===== src/rtl/salc_pkg.sv =====
package salc_pkg;

	localparam int ADDR_W  = 64;
	localparam int COUNT_W = 32;
	localparam int CFG_W   = 6;
	localparam int CIDX_W  = 2;

	localparam logic [CIDX_W-1:0] REG_SET_BITS   = 2'd0;
	localparam logic [CIDX_W-1:0] REG_BLOCK_BITS = 2'd1;
	localparam logic [CIDX_W-1:0] REG_WAYS       = 2'd2;

	localparam logic [1:0] OP_IFETCH = 2'd0;
	localparam logic [1:0] OP_MODIFY = 2'd3;

	typedef struct packed {
		logic cap;    // capture the input beat, clear per-item flags
		logic rd;     // issue set read
		logic cmp;    // compare ways, build the updated row
		logic wr;     // write row back, bump totals
		logic first;  // current access is the first of the item
	} cmd_t;

endpackage


===== src/rtl/salc_ctrl.sv =====
module salc_ctrl (
	input  logic              clk,
	input  logic              arst_n,
	input  logic              in_valid,
	input  logic [1:0]        op,
	output logic              in_stall,
	output logic              out_valid,
	input  logic              out_stall,
	output salc_pkg::cmd_t    cmd
);

	localparam logic [2:0] S_IDLE = 3'd0;
	localparam logic [2:0] S_RD   = 3'd1;
	localparam logic [2:0] S_CMP  = 3'd2;
	localparam logic [2:0] S_WR   = 3'd3;
	localparam logic [2:0] S_OUT  = 3'd4;

	logic [2:0] state_q;
	logic       second_q;   // a second access is still owed (modify)
	logic       first_q;

	always_ff @(posedge clk or negedge arst_n) begin
		if (!arst_n) begin
			state_q  <= S_IDLE;
			second_q <= 1'b0;
			first_q  <= 1'b0;
		end else begin
			case (state_q)
				S_IDLE: begin
					if (in_valid) begin
						first_q  <= 1'b1;
						second_q <= (op == salc_pkg::OP_MODIFY);
						state_q  <= (op == salc_pkg::OP_IFETCH) ? S_OUT : S_RD;
					end
				end
				S_RD:  state_q <= S_CMP;
				S_CMP: state_q <= S_WR;
				S_WR: begin
					first_q <= 1'b0;
					if (second_q) begin
						second_q <= 1'b0;
						state_q  <= S_RD;
					end else begin
						state_q <= S_OUT;
					end
				end
				S_OUT: begin
					if (!out_stall)
						state_q <= S_IDLE;
				end
				default: state_q <= S_IDLE;
			endcase
		end
	end

	assign in_stall  = (state_q != S_IDLE);
	assign out_valid = (state_q == S_OUT);

	always_comb begin
		cmd       = '0;
		cmd.cap   = (state_q == S_IDLE) && in_valid;
		cmd.rd    = (state_q == S_RD);
		cmd.cmp   = (state_q == S_CMP);
		cmd.wr    = (state_q == S_WR);
		cmd.first = first_q;
	end

	a_cmd_onehot: assert property (@(posedge clk) disable iff (!arst_n)
		$onehot0({cmd.cap, cmd.rd, cmd.cmp, cmd.wr}))
		else $error("more than one datapath command");
	a_wr_next: assert property (@(posedge clk) disable iff (!arst_n)
		cmd.wr |=> (state_q == S_RD || state_q == S_OUT))
		else $error("write-back not followed by read or result");
	a_idle_clean: assert property (@(posedge clk) disable iff (!arst_n)
		(state_q == S_IDLE) |-> !second_q)
		else $error("pending second access while idle");
	a_out_blocks: assert property (@(posedge clk) disable iff (!arst_n)
		out_valid |-> in_stall)
		else $error("input open while result pending");

endmodule


===== config.mk =====
export PLATFORM = sky130hd
export DESIGN_NAME = salc_ctrl
export DESIGN_NICKNAME = d
export VERILOG_FILES = /design/src/rtl/salc_pkg.sv /design/src/rtl/salc_ctrl.sv
export SDC_FILE = /design/constraint.sdc
export NUM_CORES = 1
export LEC_CHECK = 0
export CAP_MARGIN = 30
export CORE_AREA = 3 3 40 42
export DETAILED_ROUTE_END_ITERATION = 10
export DIE_AREA = 0 0 43 45
export DONT_BUFFER_PORTS = 1
export PLACE_DENSITY_LB_ADDON = 0.05
export SLEW_MARGIN = 15
export SYNTH_ARGS = -nofsm -noshare
export SYNTH_HDL_FRONTEND = slang
export SYNTH_SLANG_ARGS = --single-unit

===== constraint.sdc =====
create_clock -name clk -period 2.7 [get_ports clk]
set_input_delay 0.405 -clock clk [delete_from_list [all_inputs] [get_ports clk]]
set_output_delay 0.405 -clock clk [all_outputs]
set_load 0.005 [all_outputs]

== Word level (Yosys, flattened, before mapping) ==
Index checks and enable logic that the tools add are counted.

* Register bits: 5
* Bits of input ports: 6
* Logic and storage cells: 26

* Multiplexer cells: 9
* Reduce and logical (&&, ||, !) cells: 7
* Equal/unequal tests: 7

{| class="wikitable"
|+ Operators by type and width
! cell !! number
|-
| $pmux W3 S5 || 1
|-
| $mux W3 || 4
|-
| $eq A3 B2 Y1 const B || 2
|-
| $ne A2 B2 Y1 const B || 2
|-
| $pmux W1 S2 || 2
|-
| $reduce_and A2 Y1 || 2
|-
| $eq A3 B1 Y1 const B || 1
|-
| $eq A3 B3 Y1 const B || 1
|-
| $logic_not A3 Y1 || 1
|-
| $reduce_bool A3 Y1 || 1
|-
| $eq A2 B2 Y1 const B || 1
|-
| $logic_not A2 Y1 || 1
|-
| $mux W1 || 2
|-
| $reduce_bool A2 Y1 || 1
|-
| $logic_and A1 B1 Y1 || 1
|}

== Depth between registers and ports, before layout ==
* Depth after elaboration: 4
* Gate-level depth with buffers: 4
* Depth with buffers taken out: 3

== Worst setup path after synthesis ==
OpenSTA, ideal clock, no wires.

* Path kind: register -> output
* Start point: register state_q[0]
* End point: output port in_stall
* Arrival time: 0.959 ns
* Path slack: 1.336 ns
* Stages on the path, launching flop included: 3
* Required time: 2.295 ns
* Path buffers: 1
* Path through: dfrtp_1 buf_6 or3_2

* Longest elaborated chain between the ends: 1

{| class="wikitable"
|+ RTL lines
! element !! line !! RTL
|-
| from (decl) || salc_ctrl.sv:18 || <nowiki>logic [2:0] state_q;</nowiki>
|-
| from (signal assigned) || salc_ctrl.sv:33 || <nowiki>state_q <= (op == salc_pkg::OP_IFETCH) ? S_OUT : S_RD;</nowiki>
|-
| $reduce_bool A3 Y1 || salc_ctrl.sv:56 || <nowiki>assign in_stall = (state_q != S_IDLE);</nowiki>
|-
| to (decl) || salc_ctrl.sv:6 || <nowiki>output logic in_stall,</nowiki>
|}

No other way between the ends.

==> results.toml <==
[clocking]
tritoncts_num_sinks = 5
worst_setup_hold_path_clk_slew_ns = 0.04
clock_insertion_delay_worst_skew_ns = 0.24
clock_path_buffers = 2
clock_tree.root_cell = "clkbuf_4"
cts-buffers-inserted = 3
cts_resized = 0
cts.repair_timing.setup_buffer_count = 0
cts_tree = "done"
cts_hold_buf = 1
htree_levels = 1

[synth]
distinct_cell_type_count_of_the_synthesized_netlist = 21
postSynthNetCount = 39
netlist.top_cell.by_area = "dfrtp_1"
summed_instance_area_of_the_synthesized_netlist_um2 = 322.8
yosys-mux-area-fraction = 0
synth-seq-area-share = 0.3876
synth_area_leaders = "dfrtp_1 (39%), nor4b_4 (7.4%), nand2_1 (4.7%)"
yosys.area_share.xor_xnor = 0
syn_area_per_cell_um2 = 9.782
synth_adder_area_share = 0
synth_cells = 33
netlist.area_leader.share = 0.3876
synth_top_family_by_area = "simple AND/OR/NAND/NOR gates"
postSynthRegisterBits = 5
synth_compound_gate_area_share = 0.2016
synth.yosys.warnings = 0
synth_simple_gate_area_share = 0.3178

[route]
wl_met3_um = 79
drt-pass1-iter-count = 2
route.final.wire_length_um = 717
vias = 259
drt-wirelength-per-cell_um = 14.06
detail_route.drc_violations = 0
maxUsedRoutingLayer = "met3"
postRouteAntennaNets = 0
m1WireLength_um = 304
routed_via_density = 5.078
detailedRoute.firstIterationViolations = 9
wl_met2_um = 333

[critical_path]
worst_r2r_src = "state_q[0]"
cp_slowest_stage_delay_ns = 0.55
worst-setup-path-type = "flip-flop to output port"
critPathArrivalTime_ns = 1.29
cp-end-kind = "output port"
timing.critical_path.buf_inv = 0
r2r_setup_slack_ns = 1.48
timing.critical_path.fanout_max = 10
worstSetupStartpointType = "flip-flop"
worstPathRequired_ns = 2.30
worst_path_cell_trace = "or2b_2 -> nor2_1"
worstRegToRegCells = 3
critPathTopFamily = "flip-flops"
r2r_end = "second_q"
worst_path_max_delay_cell = "dfrtp_1"

[die]
die-width_um = 43
die_area_um2 = 1935
die-height_um = 45
start_util = 0.2512
coreArea_um2 = 1285
fp-row-count = 13
io-pin-count = 13

[timing]
setup_repair_after_global_routing_missed_its_margin = "false"
hold_violations = 0
finalMaxSlewViolations = 0
setup_tns_ns = 0
post-route-min-period_ns = 1.697
layout_worst_path_cycle_share = 0.6286
setup_violating_endpoint_count_in_the_final_report = 0
max_slew_margin = 0.7565
tightestPinTransition_ns = 0.3652
finalClockSkew_ns = 0.003935
fmaxAchievable_ghz = 0.5892

[min_path]
hold_path_depth = 2
whs_endpoint = "state_q[2]"
hold_path_class = "input port to flip-flop"
worst_hold_startpoint = "out_stall"

[layout]
most-common-layout-cells = "dfrtp_1 (5), nand2_1 (4), nor2_1 (3), inv_1 (3), clkbuf_4 (3)"
layoutNonFillerInstCount = 51
insertedDiodeCount = 0
area.growth.synth_to_final_pct = 11.24
post_route_cells_drive_above_1_share = 0.2500
nNetsFinal = 43
final.fill_count = 153
mostFrequentLayoutCell = "dfrtp_1"

[global_routing]
grt_max_degree = 11
first_pass_grt_wire_length_um = 1207
antenna_found_initial = 0
grt_use_total = 0.09045
grt_overflow = 0
vias_in_the_first_global_route = 261

[pwr]
comb_power_share = 0.362
share_seq_of_total_power = 0.425
p_int_uw = 236.6
power.clock.fraction = 0.213
power.switching_uw = 161.6
power_density_nw_per_um2 = 1109
power_switching_share = 0.4059
leakage_uw = 0.0001583
worst_ir_drop_vdd_mv = 0.4094
totalPowerFinal_uw = 398.2

[run]
drv_cap = 0

[placement]
place.port_buffers = 0
gp_congestion = 0.7015
hpwlAfterDp_um = 571.8
place_inst = 46

[status]
outcome = "finished, final reports clean"
[cell type report]
| type | instances | area [um^2] | area share |
|---|---|---|---|
| Sequential cell | 5 | 125.1 | 0.3484 |
| Inverter | 3 | 11.26 | 0.03136 |
| Multi-Input combinational cell | 23 | 167.7 | 0.4669 |
| Clock buffer | 4 | 26.28 | 0.07317 |
| Timing Repair Buffer | 1 | 10.01 | 0.02787 |
| Tap cell | 15 | 18.77 | 0.05226 |
[logic make-up after synthesis]
family	after synthesis
flops	5
buf+inv	5
simple gates	14
compound gates	9
[power by group through the flow]
stage / registers [uW] / logic, uW / clock network (uW)
final: 169 / 144 / 84.7
after detailed placement: 172 / 146 / 0
after floorplan: 138 / 160 / 0
after global placement: 169 / 145 / 0
after CTS: 170 / 149 / 88.9
after global routing: 179 / 163 / 94.4
[per-layer routing]
| layer | global-route usage | vias up |
|---|---|---|
| met2 | 0.1228 | 13 |
| met5 | 0 | - |
| met3 | 0.07570 | 0 |
| met1 | 0.1103 | 126 |
| li1 | - | 120 |
| met4 | 0.01807 | 0 |
[synthesized netlist by cell type (all sizes together)]
cell	count
a21o	1
a21oi	1
a22oi	1
a31oi	1
a32o	1
and2b	1
and3b	1
buf	2
dfrtp	5
inv	3
nand2	4
nand2b	1
nor2	3
nor3b	1
nor4b	1
o211ai	1
o21ai	2
o22ai	1
or2b	1
or3	1
[through the flow]
stage / utilization / hold WS, ns / instance area, um^2 / setup WS (ns)
2_1_floorplan: - / 0.1094 / 322.8 / 1.336
3_3_place_gp: 0.2512 / 0.1095 / 322.8 / 1.269
3_5_place_dp: 0.2512 / 0.1096 / 322.8 / 1.239
4_1_cts: 0.2795 / 0.3191 / 359.1 / 0.9838
5_1_grt: 0.2795 / 0.3267 / 359.1 / 0.9276
6_report: 0.2795 / 0.3194 / 359.1 / 1.003
[flip-flops by register name, summed over array words and instances (netlist names)]
register	flops
state_q	3
second_q	1
first_q	1
[how the worst max path moves through the flow]
stage	startpoint	to	slack, ns	cells past startpoint
5_1_grt	state_q[0]	cmd[3]	0.93	2
4_1_cts	state_q[0]	cmd[3]	0.98	2
3_3_place_gp	state_q[0]	cmd[3]	1.27	2
3_5_place_dp	state_q[0]	cmd[3]	1.24	2
2_1_floorplan	state_q[0]	in_stall	1.34	2
6_report	state_q[0]	cmd[3]	1.00	2
No activity file was read; power rests on OpenSTA's default activity.
